===== src/sv/px2x_pkg.sv =====
// ----------------------------------------------------------------------------
// px2x_pkg
// Shared types and constants of the 2x pixel-art upscaler.
// ----------------------------------------------------------------------------
package px2x_pkg;

	localparam int MAX_WIDTH_DEF = 4096;

	localparam int PIX_W      = 64;
	localparam int COL_W      = 12;
	localparam int ROW_W      = 16;
	localparam int IWIDTH_W   = 13;
	localparam int IHEIGHT_W  = 16;
	localparam int CFG_DATA_W = 16;
	localparam int CFG_IDX_W  = 1;

	typedef logic [PIX_W-1:0] pixel_t;

	typedef enum logic [CFG_IDX_W-1:0] {
		REG_IMAGE_WIDTH  = 1'b0,
		REG_IMAGE_HEIGHT = 1'b1
	} cfg_reg_t;

	// Line store window refill after a register write
	typedef enum logic [1:0] {
		FETCH_RUN,
		FETCH_CUR,
		FETCH_NEXT
	} fetch_state_t;

	// One source item together with its neighborhood
	typedef struct packed {
		pixel_t             px;
		pixel_t             e;
		pixel_t             b;
		pixel_t             d;
		pixel_t             f;
		logic [COL_W-1:0]   col;
		logic [ROW_W-1:0]   row;
		logic               has_above;
		logic               last_row;
		logic               last_col;
		logic               border;
	} src_item_t;

endpackage


===== src/sv/px2x_if.sv =====


interface px2x_out_if;
	import px2x_pkg::*;

	logic             valid;
	logic             ready;
	pixel_t           out_top_left;
	pixel_t           out_top_right;
	pixel_t           out_bottom_left;
	pixel_t           out_bottom_right;
	logic [COL_W-1:0] block_col;
	logic [ROW_W-1:0] block_row;
	logic             frame_done;
	logic             last_of_run;

	modport source (
		output valid, output out_top_left, output out_top_right,
		output out_bottom_left, output out_bottom_right,
		output block_col, output block_row, output frame_done, output last_of_run,
		input ready
	);
	modport sink (
		input valid, input out_top_left, input out_top_right,
		input out_bottom_left, input out_bottom_right,
		input block_col, input block_row, input frame_done, input last_of_run,
		output ready
	);
endinterface


===== src/sv/px2x_block_out.sv =====
// ----------------------------------------------------------------------------
// px2x_block_out
// Item register, Scale2x rule and the result register that drives the block
// channel; an item of the last row below row 0 yields two blocks.
// ----------------------------------------------------------------------------
module px2x_block_out (
	input  logic                 clk,
	input  logic                 arst_n,
	input  logic                 load,
	input  px2x_pkg::src_item_t  item,
	output logic                 free,
	px2x_out_if.source           blocks
);
	import px2x_pkg::*;

	src_item_t        item_s1;
	logic             valid_s1;
	logic             second_s1;

	logic             out_can;
	logic             none;
	logic             is_px_block;
	logic             is_last;
	logic             emit;
	logic             done;

	pixel_t           q_tl;
	pixel_t           q_tr;
	pixel_t           q_bl;
	pixel_t           q_br;
	pixel_t           r_tl;
	pixel_t           r_tr;
	pixel_t           r_bl;
	pixel_t           r_br;
	logic [ROW_W-1:0] r_row;

	logic             valid_q;
	pixel_t           tl_q;
	pixel_t           tr_q;
	pixel_t           bl_q;
	pixel_t           br_q;
	logic [COL_W-1:0] col_q;
	logic [ROW_W-1:0] row_q;
	logic             frame_done_q;
	logic             last_q;

	// Scale2x on the block one row up
	always_comb begin
		q_tl = item_s1.e;
		q_tr = item_s1.e;
		q_bl = item_s1.e;
		q_br = item_s1.e;
		if (!item_s1.border && (item_s1.b != item_s1.px) && (item_s1.d != item_s1.f)) begin
			if (item_s1.d == item_s1.b) q_tl = item_s1.d;
			if (item_s1.f == item_s1.b) q_tr = item_s1.f;
			if (item_s1.d == item_s1.px) q_bl = item_s1.d;
			if (item_s1.f == item_s1.px) q_br = item_s1.f;
		end
	end

	assign none        = !item_s1.has_above && !item_s1.last_row;
	assign is_px_block = second_s1 || !item_s1.has_above;
	assign is_last     = is_px_block || !item_s1.last_row;
	assign out_can     = !valid_q || blocks.ready;
	assign emit        = valid_s1 && !none && out_can;
	assign done        = valid_s1 && (none || (out_can && is_last));
	assign free        = !valid_s1 || done;

	assign r_tl  = is_px_block ? item_s1.px : q_tl;
	assign r_tr  = is_px_block ? item_s1.px : q_tr;
	assign r_bl  = is_px_block ? item_s1.px : q_bl;
	assign r_br  = is_px_block ? item_s1.px : q_br;
	assign r_row = is_px_block ? item_s1.row : item_s1.row - ROW_W'(1);

	always_ff @(posedge clk or negedge arst_n) begin
		if (!arst_n) begin
			valid_s1  <= 1'b0;
			second_s1 <= 1'b0;
		end else if (load) begin
			valid_s1  <= 1'b1;
			second_s1 <= 1'b0;
		end else if (done) begin
			valid_s1  <= 1'b0;
			second_s1 <= 1'b0;
		end else if (emit) begin
			second_s1 <= 1'b1;
		end
	end

	always_ff @(posedge clk) begin
		if (load) begin
			item_s1 <= item;
		end
	end

	always_ff @(posedge clk or negedge arst_n) begin
		if (!arst_n) begin
			valid_q <= 1'b0;
		end else if (emit) begin
			valid_q <= 1'b1;
		end else if (blocks.ready) begin
			valid_q <= 1'b0;
		end
	end

	always_ff @(posedge clk) begin
		if (emit) begin
			tl_q         <= r_tl;
			tr_q         <= r_tr;
			bl_q         <= r_bl;
			br_q         <= r_br;
			col_q        <= item_s1.col;
			row_q        <= r_row;
			frame_done_q <= is_px_block && item_s1.last_col;
			last_q       <= is_last;
		end
	end

	assign blocks.valid            = valid_q;
	assign blocks.out_top_left     = tl_q;
	assign blocks.out_top_right    = tr_q;
	assign blocks.out_bottom_left  = bl_q;
	assign blocks.out_bottom_right = br_q;
	assign blocks.block_col        = col_q;
	assign blocks.block_row        = row_q;
	assign blocks.frame_done       = frame_done_q;
	assign blocks.last_of_run      = last_q;

endmodule


===== src/flat_wrapper.sv =====
// flat-port wrapper written by rule: the top's interface ports become plain ports
module px2x_block_out_flat import px2x_pkg::*;
  (clk, arst_n, load, item, free, blocks_valid, blocks_out_top_left, blocks_out_top_right, blocks_out_bottom_left, blocks_out_bottom_right, blocks_block_col, blocks_block_row, blocks_frame_done, blocks_last_of_run, blocks_ready);
  px2x_out_if blocks_i ();
  input  logic clk;
  input  logic arst_n;
  input  logic load;
  input  px2x_pkg::src_item_t item;
  output logic free;
  output wire logic [$bits(blocks_i.valid)-1:0] blocks_valid;
  output wire logic [$bits(blocks_i.out_top_left)-1:0] blocks_out_top_left;
  output wire logic [$bits(blocks_i.out_top_right)-1:0] blocks_out_top_right;
  output wire logic [$bits(blocks_i.out_bottom_left)-1:0] blocks_out_bottom_left;
  output wire logic [$bits(blocks_i.out_bottom_right)-1:0] blocks_out_bottom_right;
  output wire logic [$bits(blocks_i.block_col)-1:0] blocks_block_col;
  output wire logic [$bits(blocks_i.block_row)-1:0] blocks_block_row;
  output wire logic [$bits(blocks_i.frame_done)-1:0] blocks_frame_done;
  output wire logic [$bits(blocks_i.last_of_run)-1:0] blocks_last_of_run;
  input wire logic [$bits(blocks_i.ready)-1:0] blocks_ready;
  assign blocks_valid = blocks_i.valid;
  assign blocks_out_top_left = blocks_i.out_top_left;
  assign blocks_out_top_right = blocks_i.out_top_right;
  assign blocks_out_bottom_left = blocks_i.out_bottom_left;
  assign blocks_out_bottom_right = blocks_i.out_bottom_right;
  assign blocks_block_col = blocks_i.block_col;
  assign blocks_block_row = blocks_i.block_row;
  assign blocks_frame_done = blocks_i.frame_done;
  assign blocks_last_of_run = blocks_i.last_of_run;
  assign blocks_i.ready = blocks_ready;
  px2x_block_out u_core (.clk(clk), .arst_n(arst_n), .load(load), .item(item), .free(free), .blocks(blocks_i));
endmodule

===== config.mk =====
export PLATFORM = sky130hd
export DESIGN_NAME = px2x_block_out_flat
export DESIGN_NICKNAME = d
export VERILOG_FILES = /design/src/sv/px2x_pkg.sv /design/src/sv/px2x_if.sv /design/src/sv/px2x_block_out.sv /design/src/flat_wrapper.sv
export SDC_FILE = /design/constraint.sdc
export NUM_CORES = 1
export LEC_CHECK = 0
export BUFFER_PORTS_ARGS = -buffer_cell sky130_fd_sc_hd__buf_4
export CAP_MARGIN = 20
export CORE_MARGIN = 10
export CORE_UTILIZATION = 40
export DETAILED_ROUTE_END_ITERATION = 8
export SLEW_MARGIN = 30
export SYNTH_ARGS = -nofsm -noshare
export SYNTH_HDL_FRONTEND = slang
export SYNTH_SLANG_ARGS = --single-unit

===== constraint.sdc =====
create_clock -name clk -period 20.3 [get_ports clk]
set_input_delay 4.06 -clock clk [delete_from_list [all_inputs] [get_ports clk]]
set_output_delay 4.06 -clock clk [all_outputs]
set_load 0.01 [all_outputs]

# Yosys cells after proc, flatten, opt, wreduce, memory -nomap -nowiden
# Index checks and enable logic that the tools add are counted.
[word_totals]
register_bits = 641
wordCells = 71
[classes]
addsub = 1
eq_ne = 6
muxes = 20
n_reduce_logical = 22
[op_table]
columns = ["operator", "n"]
rows = [
  ["2-to-1 mux 64 bit", 12],
  ["== test 64 bit", 4],
  ["!= test 64 bit", 2],
  ["2-to-1 mux 16 bit", 1],
  ["subtractor 16 x 1 -> 16 bit, second input constant", 1],
  ["logical AND 1 bit", 8],
  ["2-to-1 mux 1 bit", 7],
  ["logical NOT 1 bit", 6],
  ["logical OR 1 bit", 5],
  ["nonzero test 2 bit", 2],
  ["nonzero test 3 bit", 1],
]

# Longest topological paths before layout
[depth]
ltp_word = 8
ltp_mapped = 10
mapped_depth_nobuf = 7

# Least setup slack after synthesis
# No wires, ideal clock.
[synth_path]
path_type = "input -> register"
startpoint = "input blocks_ready"
endpoint = "register u_core.col_q[0] (netlist: u_core.blocks.block_col[0]), enable pin"
setup_ns = 0.939
t_arrival_ns = 16.000
required_time_ns = 19.361
setup_slack_ns = 3.361
path_stages = 2
n_path_buf = 0
path_cell_list = "nor2b_1 nor2_1"
[synth_via]
elab_chain_len = 2
[synth_rtl]
columns = ["element", "line_no", "source"]
rows = [
  ["from (decl)", "flat_wrapper.sv:19", "input wire logic [$bits(blocks_i.ready)-1:0] blocks_ready;"],
  ["logical OR 1 bit", "px2x_block_out.sv:64", "assign out_can = !valid_q || blocks.ready;"],
  ["logical AND 1 bit", "px2x_block_out.sv:65", "assign emit = valid_s1 && !none && out_can;"],
  ["named net u_core.emit", "px2x_block_out.sv:24", "logic emit;"],
  ["to (signal assigned)", "px2x_block_out.sv:112", "col_q <= item_s1.col;"],
  ["to (decl)", "px2x_block_out.sv:42", "logic [COL_W-1:0] col_q;"],
]
# The timed path passes the listed nets, and every way through them passes these cells.
# A chain may end at the register's enable or synchronous reset.

# Worst setup path in the final report
[layout_path]
startpoint = "input blocks_ready"
endpoint = "output free"
[layout_via]
elab_chain_len = 5
[layout_rtl]
columns = ["element", "line_no", "source"]
rows = [
  ["logical OR 1 bit", "px2x_block_out.sv:64", ""],
  ["logical AND 1 bit", "px2x_block_out.sv:66", "assign done = valid_s1 && (none || (out_can && is_last));"],
  ["logical OR 1 bit", "px2x_block_out.sv:66", ""],
  ["logical AND 1 bit", "px2x_block_out.sv:66", ""],
  ["logical OR 1 bit", "px2x_block_out.sv:67", "assign free = !valid_s1 || done;"],
  ["to (decl)", "flat_wrapper.sv:9", "output logic free;"],
]
# Every way passes these cells.

==> impl_metrics.env <==
export IMPL_ant_nets=0
export IMPL_portBuffers=643
export IMPL_worstPathArrival_ns=5.02
export IMPL_drive_gt1_frac=0.306
export IMPL_yosysMostFrequentCell="edfxtp_1"
export IMPL_crit_fanout=6
export IMPL_cts_root_buf="clkbuf_16"
export IMPL_crit_path_start_kind="input pin"
export IMPL_ys_flop_type="edfxtp_1"
export IMPL_finalCritPeriodShare=0.447
export IMPL_ys_seq_elements=641
export IMPL_grt_max_degree=98
export IMPL_synthCells=2447
export IMPL_drtIter0Drc=3166
export IMPL_hold_viol=0
export IMPL_synth_avg_cell_area_um2=13.1
export IMPL_detailed_place_hpwl_um=99900
export IMPL_fin_ws_ns=11.22
export IMPL_setup_viol=0
export IMPL_synth_top_area_frac=0.600
export IMPL_fin_crit_ns=9.08
export IMPL_finalMaxSlewViolations=0
export IMPL_place_congestion=0.997
export IMPL_wire_per_inst_um=33.8
export IMPL_netlist_area_um2=31900
export IMPL_htreeDepth=3
export IMPL_cts_sinks=641
export IMPL_finClkSkew_ns=0.0364
export IMPL_post_cts_resize_count=0
export IMPL_status="completed"
export IMPL_synth_area_leader_cell="edfxtp_1"
export IMPL_worst_slew_pin_slew_ns=1.05
export IMPL_antenna_found_initial=40
export IMPL_reg2reg_slack_ns=14.92
export IMPL_ctsLongestPathBuffers=3
export IMPL_die_h_um=303
export IMPL_grt_pass1_wl_um=189000
export IMPL_hp_class="flop to flop"
export IMPL_critPathKind="input pin to output pin"
export IMPL_cts_tree="yes"
export IMPL_cts_hold_buf=0
export IMPL_rsz0062_at_grt="no"
export IMPL_hp_start="u_core.item_s1[30]"
export IMPL_grt_usage=0.287
export IMPL_synth_warnings=0
export IMPL_wl_um=138000
export IMPL_cts_inserted_buffers=74
export IMPL_async_flop_share=0.00468
export IMPL_synth_edf_count=638
export IMPL_vias=24900
export IMPL_start_util=0.404
export IMPL_drc=0
export IMPL_hold_depth=0
export IMPL_yosys_top_cells_count="edfxtp_1 (638), xnor2_1 (389), o41ai_1 (257), nand2_1 (205), nand4_1 (166)"
export IMPL_coreArea_um2=79000
export IMPL_finalPower_uw=3700
export IMPL_r2r_start="u_core.item_s1[308]"
export IMPL_dr_pass1_iters=6
export IMPL_place_ws_ns=11.23
export IMPL_drv_cap=0
export IMPL_min_to="u_core.blocks.block_col[10]"
export IMPL_path_clk_slew_ns=0.06
export IMPL_netlist_top_cells_area="edfxtp_1 (60%), xnor2_1 (11%), o41ai_1 (7.0%)"
export IMPL_yosysSeqAreaShare=0.602
export IMPL_ios=644
export IMPL_dieArea_um2=91500
export IMPL_rows=103
export IMPL_setup_tns_final_ns=0
export IMPL_fmax_mhz=110
export IMPL_r2r_end="u_core.blocks.out_top_left[63]"
export IMPL_num_nets_final=3292
export IMPL_post_drt_via_cell_ratio=6.13
export IMPL_p_per_area_nw_per_um2=93.5
export IMPL_leakage_uw=0.0136
export IMPL_grt_pass1_vias=24800
export IMPL_maxSlewHeadroom=0.302
export IMPL_irDropWorstVdd_uv=61.6
export IMPL_grt_ovfl_total=0
export IMPL_crit_required_ns=16.24
export IMPL_reg2regPathDepth=8
export IMPL_postCtsSetupBuffers=0
export IMPL_synth_nets=2804
export IMPL_insertion_delay_ns=0.64
export IMPL_worst_setup_path_end_kind="output pin"
export IMPL_fp_dieW_um=303
export IMPL_area_growth_pct=24.0
export IMPL_ys_types=31
[cell usage in the layout, fill, tap and decap left out, drive strengths merged, types with 5 or more instances in the layout]
cell type  count
clkinv        32
diode         22
nand4        166
or4            6
xnor2        389
bufinv         5
xor2           8
inv            6
nor2          70
and2          65
clkbuf        91
a31oi         64
buf          681
o41ai        257
o211ai       192
edfxtp       638
nor2b         67
nand2        205
nor4          28
[worst max-delay path, stage by stage]
cell and delay [ns]:
buf_4 0.11, nor2b_1 0.37, o21ai_0 0.16, nand2_1 0.09
nand2_1 0.08, buf_4 0.16
[layout make-up]
| cell class | count | area [um2] |
|---|---|---|
| Fill cell | 6923 | 39400 |
| Sequential cell | 641 | 19200 |
| Multi-Input combinational cell | 1535 | 11400 |
| Timing Repair Buffer | 681 | 5200 |
| Clock buffer | 91 | 1950 |
| Tap cell | 1050 | 1310 |
| Clock inverter | 45 | 394 |
| Antenna cell | 22 | 55.1 |
| Inverter | 2 | 7.51 |
[how the worst max path moves through the flow]
stage,from,endpoint,slack [ns]
2_1_floorplan,blocks_ready,u_core.blocks.block_col[0],3.36
3_3_place_gp,blocks_ready,free,11.18
3_5_place_dp,blocks_ready,free,11.23
4_1_cts,blocks_ready,free,11.22
5_1_grt,blocks_ready,free,11.12
6_report,blocks_ready,free,11.22
[flip-flops by register name, indices dropped and copies added, names as in the netlist]
signal / cells
u_core.blocks.out_top_right: 64
u_core.blocks.block_row: 16
u_core.second_s1: 1
u_core.item_s1: 352
u_core.blocks.out_bottom_right: 64
u_core.blocks.out_bottom_left: 64
u_core.blocks.out_top_left: 64
u_core.blocks.last_of_run: 1
u_core.blocks.frame_done: 1
u_core.blocks.block_col: 12
u_core.blocks.valid: 1
u_core.valid_s1: 1
[where the power goes]
group	switching (uW)	internal, uW	leakage (uW)
registers	155	1630	0.00621
clock network	558	749	0.00114
logic	336	275	0.00624
[per-stage QoR]
step	cell area, um2	util	cells	hold slack (ns)
6_report	39600	0.501	4067	0.418
5_1_grt	39600	0.501	4062	0.428
4_1_cts	39500	0.500	4043	0.418
3_5_place_dp	37100	0.470	3907	0.405
3_3_place_gp	37100	0.470	3906	0.400
2_1_floorplan	31900	-	2447	0.400
[layer usage]
metal	routed length, um	vias up	global-route usage
met3	12900	299	0.0626
li1	-	10600	-
met5	266	-	0
met1	52800	12400	0.367
met4	5610	36	0.117
met2	65900	1610	0.470
[logic make-up (layout without fill, tap and decap cells)]
kind of cell    Yosys count  in the layout  synth area share
compound gates          519            519             0.148
xor+xnor                397            397             0.109
fa+ha+maj                 1              1          0.000392
buf+inv                 271            819            0.0404
flops                   641            641             0.602
other cells               0             22                 0
simple gates            618            618            0.0999
(Power assumes the default switching activity.)
